--- src/hw/rtl/hpa_pkg.sv ---
// ----------------------------------------------------------------------------
// hpa_pkg
// Shared types and constants of the handle pool allocator.
// ----------------------------------------------------------------------------
`default_nettype none

package hpa_pkg;

   localparam int unsigned POOL_SIZE    = 256;
   localparam int unsigned HANDLE_SPACE = 256;
   localparam int unsigned HANDLES      = (POOL_SIZE < HANDLE_SPACE) ? POOL_SIZE : HANDLE_SPACE;
   localparam int unsigned HANDLE_W     = 8;
   localparam int unsigned COUNT_W      = 9;

   // opcodes
   localparam logic [1:0] OP_ALLOC = 2'd0;
   localparam logic [1:0] OP_TRY   = 2'd1;
   localparam logic [1:0] OP_FREE  = 2'd2;

   // status codes
   localparam logic [1:0] STS_OK         = 2'd0;
   localparam logic [1:0] STS_EMPTY      = 2'd1;
   localparam logic [1:0] STS_NOT_IN_USE = 2'd2;

   typedef struct packed {
      logic [1:0]          opcode;
      logic [HANDLE_W-1:0] release_handle;
   } req_type;

   typedef struct packed {
      logic [HANDLE_W-1:0] granted_handle;
      logic [1:0]          status;
   } rsp_type;

   // queue pointer advance, wraps at the pool size
   function automatic logic [HANDLE_W-1:0] ring_next(input logic [HANDLE_W-1:0] p);
      logic [HANDLE_W-1:0] last;
      last = HANDLE_W'(HANDLES - 1);
      return (p == last) ? '0 : p + 1'b1;
   endfunction

endpackage

`default_nettype wire

--- src/hw/rtl/hpa_ram.sv ---
// ----------------------------------------------------------------------------
// hpa_ram
// Generic single-write, single-read RAM with registered read data.
// ----------------------------------------------------------------------------
`default_nettype none

module hpa_ram #(
   parameter int unsigned WIDTH = 8,
   parameter int unsigned DEPTH = 256
) (
   input  wire logic                     clock,
   input  wire logic                     wr_en,
   input  wire logic [$clog2(DEPTH)-1:0] wr_addr,
   input  wire logic [WIDTH-1:0]         wr_data,
   input  wire logic                     rd_en,
   input  wire logic [$clog2(DEPTH)-1:0] rd_addr,
   output      logic [WIDTH-1:0]         rd_data
);

   logic [WIDTH-1:0] mem [DEPTH];

   always_ff @(posedge clock) begin
      if (wr_en) begin
         mem[wr_addr] <= wr_data;
      end
      if (rd_en) begin
         rd_data <= mem[rd_addr];
      end
   end

endmodule

`default_nettype wire

--- src/hw/rtl/handle_pool_allocator.sv ---
// ----------------------------------------------------------------------------
// handle_pool_allocator
// Hands out numbered handles from a fixed pool, recycling freed ones FIFO.
// ----------------------------------------------------------------------------
// One request beat is handled at a time: the accept cycle issues the RAM
// reads (freed-queue head and the in-use bit of the released handle), and
// the execute step then checks the registered read data, writes back the
// bitmap and queue, and loads the response register. A new request beat is
// accepted only once the execute step of the last one is done, so a waiting
// response stalls the execute step and with it the next request accept.
// Allocate pops the oldest freed handle or else mints the next fresh one;
// try-allocate only pops. Deallocating a handle not in use returns an error
// status and changes nothing. In-use bits are cleared at reset through a
// valid bit per entry, so no clearing pass is needed.
// ----------------------------------------------------------------------------
`default_nettype none

module handle_pool_allocator (
   input  wire logic             clock,
   input  wire logic             reset,
   input  wire logic             req_valid,
   output      logic             req_ready,
   input  wire hpa_pkg::req_type req_data,
   output      logic             rsp_valid,
   input  wire logic             rsp_ready,
   output      hpa_pkg::rsp_type rsp_data
);

   import hpa_pkg::*;

   typedef enum logic {S_IDLE, S_EXEC} state_type;

   state_type           state_ff;
   logic [1:0]          op_ff;
   logic [HANDLE_W-1:0] rel_ff;
   logic [HANDLE_W-1:0] head_ff, head_in;
   logic [HANDLE_W-1:0] tail_ff, tail_in;
   logic [COUNT_W-1:0]  qcount_ff, qcount_in;
   logic [COUNT_W-1:0]  fresh_ff, fresh_in;
   logic [HANDLE_SPACE-1:0] vld_ff;   // bitmap entry written since reset
   logic                rsp_valid_ff;
   rsp_type             rsp_data_ff, rsp_data_in;

   logic                accept;
   logic                fire;
   logic                in_use;

   logic                map_we, map_wdata, map_rdata;
   logic [HANDLE_W-1:0] map_waddr;
   logic                q_we;
   logic [HANDLE_W-1:0] q_rdata;

   assign req_ready = (state_ff == S_IDLE);
   assign accept    = req_valid && req_ready;
   // execute only when the response register is free or draining
   assign fire      = (state_ff == S_EXEC) && (!rsp_valid_ff || rsp_ready);
   assign in_use    = vld_ff[rel_ff] & map_rdata;

   // freed-handle queue
   hpa_ram #(.WIDTH(HANDLE_W), .DEPTH(HANDLE_SPACE)) u_queue (
      .clock   (clock),
      .wr_en   (q_we),
      .wr_addr (tail_ff),
      .wr_data (rel_ff),
      .rd_en   (accept),
      .rd_addr (head_ff),
      .rd_data (q_rdata)
   );

   // in-use bitmap
   hpa_ram #(.WIDTH(1), .DEPTH(HANDLE_SPACE)) u_map (
      .clock   (clock),
      .wr_en   (map_we),
      .wr_addr (map_waddr),
      .wr_data (map_wdata),
      .rd_en   (accept),
      .rd_addr (req_data.release_handle),
      .rd_data (map_rdata)
   );

   always_comb begin
      head_in     = head_ff;
      tail_in     = tail_ff;
      qcount_in   = qcount_ff;
      fresh_in    = fresh_ff;
      map_we      = 1'b0;
      map_waddr   = rel_ff;
      map_wdata   = 1'b0;
      q_we        = 1'b0;
      rsp_data_in = '{granted_handle: '0, status: STS_OK};
      if (fire) begin
         priority if (op_ff == OP_ALLOC || op_ff == OP_TRY) begin
            priority if (qcount_ff != '0) begin
               rsp_data_in.granted_handle = q_rdata;
               head_in   = ring_next(head_ff);
               qcount_in = qcount_ff - 1'b1;
               map_we    = 1'b1;
               map_waddr = q_rdata;
               map_wdata = 1'b1;
            end else if (op_ff == OP_ALLOC && fresh_ff < COUNT_W'(HANDLES)) begin
               rsp_data_in.granted_handle = fresh_ff[HANDLE_W-1:0];
               fresh_in  = fresh_ff + 1'b1;
               map_we    = 1'b1;
               map_waddr = fresh_ff[HANDLE_W-1:0];
               map_wdata = 1'b1;
            end else begin
               rsp_data_in.status = STS_EMPTY;
            end
         end else if (op_ff == OP_FREE) begin
            if (!in_use) begin
               rsp_data_in.status = STS_NOT_IN_USE;
            end else begin
               map_we    = 1'b1;
               map_wdata = 1'b0;
               q_we      = 1'b1;
               tail_in   = ring_next(tail_ff);
               qcount_in = qcount_ff + 1'b1;
            end
         end else begin
            // unused opcode: no state change, ok status
            rsp_data_in.status = STS_OK;
         end
      end
   end

   always_ff @(posedge clock) begin
      if (reset) begin
         state_ff     <= S_IDLE;
         head_ff      <= '0;
         tail_ff      <= '0;
         qcount_ff    <= '0;
         fresh_ff     <= '0;
         vld_ff       <= '0;
         rsp_valid_ff <= 1'b0;
      end else begin
         head_ff   <= head_in;
         tail_ff   <= tail_in;
         qcount_ff <= qcount_in;
         fresh_ff  <= fresh_in;
         if (map_we) begin
            vld_ff[map_waddr] <= 1'b1;
         end
         unique case (state_ff)
            S_IDLE: begin
               if (accept) begin
                  state_ff <= S_EXEC;
               end
            end
            S_EXEC: begin
               if (fire) begin
                  state_ff <= S_IDLE;
               end
            end
            default: begin
               state_ff <= S_IDLE;
            end
         endcase
         if (fire) begin
            rsp_valid_ff <= 1'b1;
         end else if (rsp_ready) begin
            rsp_valid_ff <= 1'b0;
         end
      end
   end

   // payload registers
   always_ff @(posedge clock) begin
      if (accept) begin
         op_ff  <= req_data.opcode;
         rel_ff <= req_data.release_handle;
      end
      if (fire) begin
         rsp_data_ff <= rsp_data_in;
      end
   end

   assign rsp_valid = rsp_valid_ff;
   assign rsp_data  = rsp_data_ff;

endmodule

`default_nettype wire

--- config.mk ---
export PLATFORM = sky130hd
export DESIGN_NAME = handle_pool_allocator
export DESIGN_NICKNAME = d
export VERILOG_FILES = /design/src/hw/rtl/hpa_pkg.sv /design/src/hw/rtl/hpa_ram.sv /design/src/hw/rtl/handle_pool_allocator.sv
export SDC_FILE = /design/constraint.sdc
export NUM_CORES = 2
export LEC_CHECK = 0
export ABC_CLOCK_PERIOD_IN_PS = 11900
export BUFFER_PORTS_ARGS = -buffer_cell sky130_fd_sc_hd__buf_2
export CAP_MARGIN = 20
export CORE_ASPECT_RATIO = 0.8
export CORE_UTILIZATION = 54
export DETAILED_ROUTE_END_ITERATION = 10
export PLACE_DENSITY = 0.75
export SETUP_SLACK_MARGIN = 0.5
export SYNTH_ARGS = -nofsm -noshare
export SYNTH_HDL_FRONTEND = slang
export SYNTH_HIERARCHICAL = 1
export SYNTH_SLANG_ARGS = --single-unit
--- constraint.sdc ---
create_clock -name clock -period 11.9 [get_ports clock]
set_clock_uncertainty 0.1 [all_clocks]
set_input_delay 0.595 -clock clock [delete_from_list [all_inputs] [get_ports clock]]
set_output_delay 0.595 -clock clock [all_outputs]
set_load 0.05 [all_outputs]
==> summary.txt <==
Outcome
  • Outcome: finished clean

Detailed routing
  • DRC Markers: 0
  • Met2 wirelength from detailed routing: approximately 110000 um
  • Met1 WL: 102000 um
  • Vias per std cell: ~6.6
  • Detailed Route WL: 255000 um
  • Highest Signal Layer: met5
  • DR pass1 iterations: 8
  • Vias: 57400
  • Routed wl met3: between 30000 and 40000 um
  • DR WL/cell: 29.4 um
  • Number of routed nets with antenna violations: 0
  • Iteration-0 DRC Markers: 8544

STA
  • Crit path time final: 6.62 ns
  • Final setup vio count: 0
  • Worst rel slew slack: between 10% and 20%
  • RSZ-0062 raised after global routing: false
  • Hold Fails Final Rpt: 0
  • Slew @ Worst Pin: between 1 and 1.5 ns
  • Fmax: 0.151 GHz
  • Fin crit share: 55.6%
  • Sum Neg Setup Slack: 0 ns
  • Final Max Slew Viols: 0

Floorplanning
  • I/O pins: 26
  • DIE WIDTH: 494 um
  • Std-Cell Rows: 144
  • Core Footprint: a little under 200000 um2
  • Initial core utilization: 54.3%
  • Die span in y: 396 um
  • Die area: 196000 um2

Synthesis
  • Post-synth ARST share: 0%
  • Seq/Total Area, Yosys: 72.5%
  • Dominant synthesized flop cell: edfxtp_1
  • Syn. warnings: 6
  • Synth area leaders: edfxtp_1 (67%), mux4_2 (12%), dfxtp_1 (5.6%), nor2_1 (2.2%), mux2i_1 (2.1%)
  • Yosys top cell by area: edfxtp_1
  • Number of synthesized register bits: 2625
  • Top cell type's share of synthesized area: about two thirds
  • Syn_nets: roughly 6000
  • Count of cell types in the netlist: 81
  • Post-Syn Area per Cell: 17.6 um2
  • Synth Instances: 5953
  • Mapped cell area: around 100000 um2
  • Post-synth EDFFs: around 2300

CTS
  • Clock Latency Late Sink: between 0.8 and 0.9 ns
  • CTS tree: built
  • Post-CTS Resized: 0
  • Clock Path Buffers: 3
  • Sink Count: 2625
  • CTS Hold Buffers Added: 6
  • Post-CTS Setup Bufs: 0
  • CTS clk-pin slew, worst paths: 0.06 ns
  • CTS Buf Count: 229
  • H-tree depth: 4
  • Clock Tree Root: clkbuf_16

Final layout
  • Commonest non-fill, non-tap cell in the layout: edfxtp_1
  • # fillers: ~13000
  • Most frequent cells in the layout: edfxtp_1 (2333), nor2_1 (603), mux4_2 (539)
  • Post-route insts no fill: 8687
  • Area Growth Syn to Fin: 9.37%
  • Post-route cell area: 114000 um2
  • Share of layout cells above drive strength 1: a little under a fifth
  • Fin nets: about 6000

Power and ir drop
  • Comb pwr share: 3.7%
  • Clock network power share: 41.6%
  • Seq pwr share: 54.8%
  • Sw frac: 20.9%
  • Net switching power: 3.85 mW
  • Pwr Density: 161 nW/um2
  • Internal power: 14.5 mW
  • Peak supply drop: 141 uV
  • Leak: 34.2 nW

Job
  • Max-cap violations: 0

Placed design
  • DP Area: 107000 um2
  • Routability-driven placement congestion ratio: 0.909
  • HPWL after detailed placement: 150000 um
  • IO buf count: 25
  • Inst Count DP: 8244

Worst hold path
  • Hold Path Origin: req_data[1]
  • Min-delay worst type: primary input to register

Worst setup path
  • Worst reg2reg path depth: 12
  • Worst reg-to-reg setup slack: around 5.3 ns
  • Reg2reg end: u_queue/mem[227][3]
  • CP Capture Type: register
  • CP endpoint: u_queue/mem[227][3]
  • Stages on the worst setup path: 12
  • Crit path kind: register to register
  • Critical-path top delay cell: nand4_1
  • Most common cell on crit path: buf_4
  • CP top delay family: buffers and inverters
  • Startpoint types: register
  • CP Cell Sequence: buf_4 -> buf_4 -> mux4_2 -> mux2i_1 -> a22oi_1 -> nand3_1 -> a22o_4 -> nor3_4 -> buf_4 -> nand4_1 -> buf_4 -> nor2_1
  • Worst-path maximum fanout: just over 70
  • Reg2Reg Launch Point: rel_ff[2]
  • Bufs and invs on worst path: 4
  • Crit path launch: rel_ff[2]
  • Critical Path AT: 7.00 ns
  • CP peak stage delay: 1.04 ns
  • CP required: 12.28 ns

Global route
  • Largest net degree at the start of global routing: 204
  • Antenna violations before repair: 6
  • Total grt overflow: 0
  • All-layer global routing usage: a little over a quarter
  • Vias in the first global route: 55200
  • First-pass GRT wire length: ~370000 um
## routing by layer
metal	GRT usage, %	vias up
met1	39.4	29400
met4	6.61	6
met3	7.26	462
li1	-	23600
met5	0	-
met2	37.4	3880
## flip-flops by register name, indices dropped and copies added, names as in the netlist, 9 cells and up
name	flops
u_queue/mem	2048
fresh_ff	9
u_map/mem	256
rsp_data	10
qcount_ff	9
vld_ff	256
## Yosys cell counts (6+ instances only)
cell	instances
buf_4	40
inv_1	277
o22ai_2	31
o221ai_1	47
nand3_1	65
a211oi_1	21
nor4_1	49
mux4_1	11
buf_8	13
mux4_2	539
nor3_1	40
o22ai_1	277
a22o_1	17
nand2_1	158
and2_1	9
a2111oi_0	6
clkinv_1	6
edfxtp_1	2333
o211ai_1	15
dfxtp_1	292
clkbuf_1	195
nand2b_1	14
buf_6	52
o21ai_0	20
mux2i_1	217
nor2b_1	65
a221oi_1	13
buf_1	24
ha_1	10
a22oi_1	158
nand4_1	19
nor2_1	606
a31oi_1	9
a311oi_1	6
xnor2_1	6
mux2_2	12
xor2_1	9
buf_12	9
a21oi_1	120
buf_2	52
## layout make-up
type	count	area (um2)	area share (%)
Clock inverter	144	1560	1.36
Inverter	283	1070	0.933
Tap cell	2555	3200	2.79
Multi-Input combinational cell	2660	25400	22.2
Timing Repair Buffer	134	1110	0.967
Clock buffer	283	6160	5.38
Antenna cell	3	7.51	0.00656
Sequential cell	2625	75900	66.3
## power groups by stage
stage	sequential, mW	clock [mW]	combinational [mW]
3_3_place_gp	10.3	0	0.651
3_5_place_dp	10.3	0	0.663
5_1_grt	10.1	8.05	0.709
2_1_floorplan	10.4	0	0.412
6_report	10.1	7.64	0.671
4_1_cts	10.1	7.71	0.668
## cells by family after synthesis
logic type | synth area share, %
flops | 72.5
simple gates | 4.54
compound gates | 5.31
mux | 14.1
buf+inv | 3.25
xor+xnor | 0.126
fa+ha+maj | 0.139
## stage by stage
stage | hold slack (ns) | power [mW] | util [%] | setup slack, ns
6_report | 0.0579 | 18.4 | 59.4 | 5.28
5_1_grt | 0.0193 | 18.8 | 59.4 | 5.19
4_1_cts | 0.00216 | 18.4 | 59.4 | 5.49
3_5_place_dp | 0.362 | 10.9 | 55.3 | 5.56
3_3_place_gp | 0.354 | 10.9 | 55.3 | 5.56
2_1_floorplan | 0.344 | 10.8 | - | 4.43
## worst min path at each step
stage	endpoint	slack [ns]	cells after the start
floorplan	vld_ff[217]	0.34	2
global placement	vld_ff[241]	0.35	2
detailed placement	vld_ff[183]	0.36	2
CTS	rel_ff[1]	0.002	1
global route	rel_ff[1]	0.02	1
finish	rel_ff[1]	0.06	1
## worst register-to-register path, delay by kind of cell, from the launching register on
kind	cells	cell delay, ns
and+or+nand+nor	4	2.02
DFF	1	0.54
muxes	2	0.51
AOI/OAI and AO/OA	2	0.52
buffers and inverters	4	2.55
Note: power is estimated with default switching activity, not from simulation.
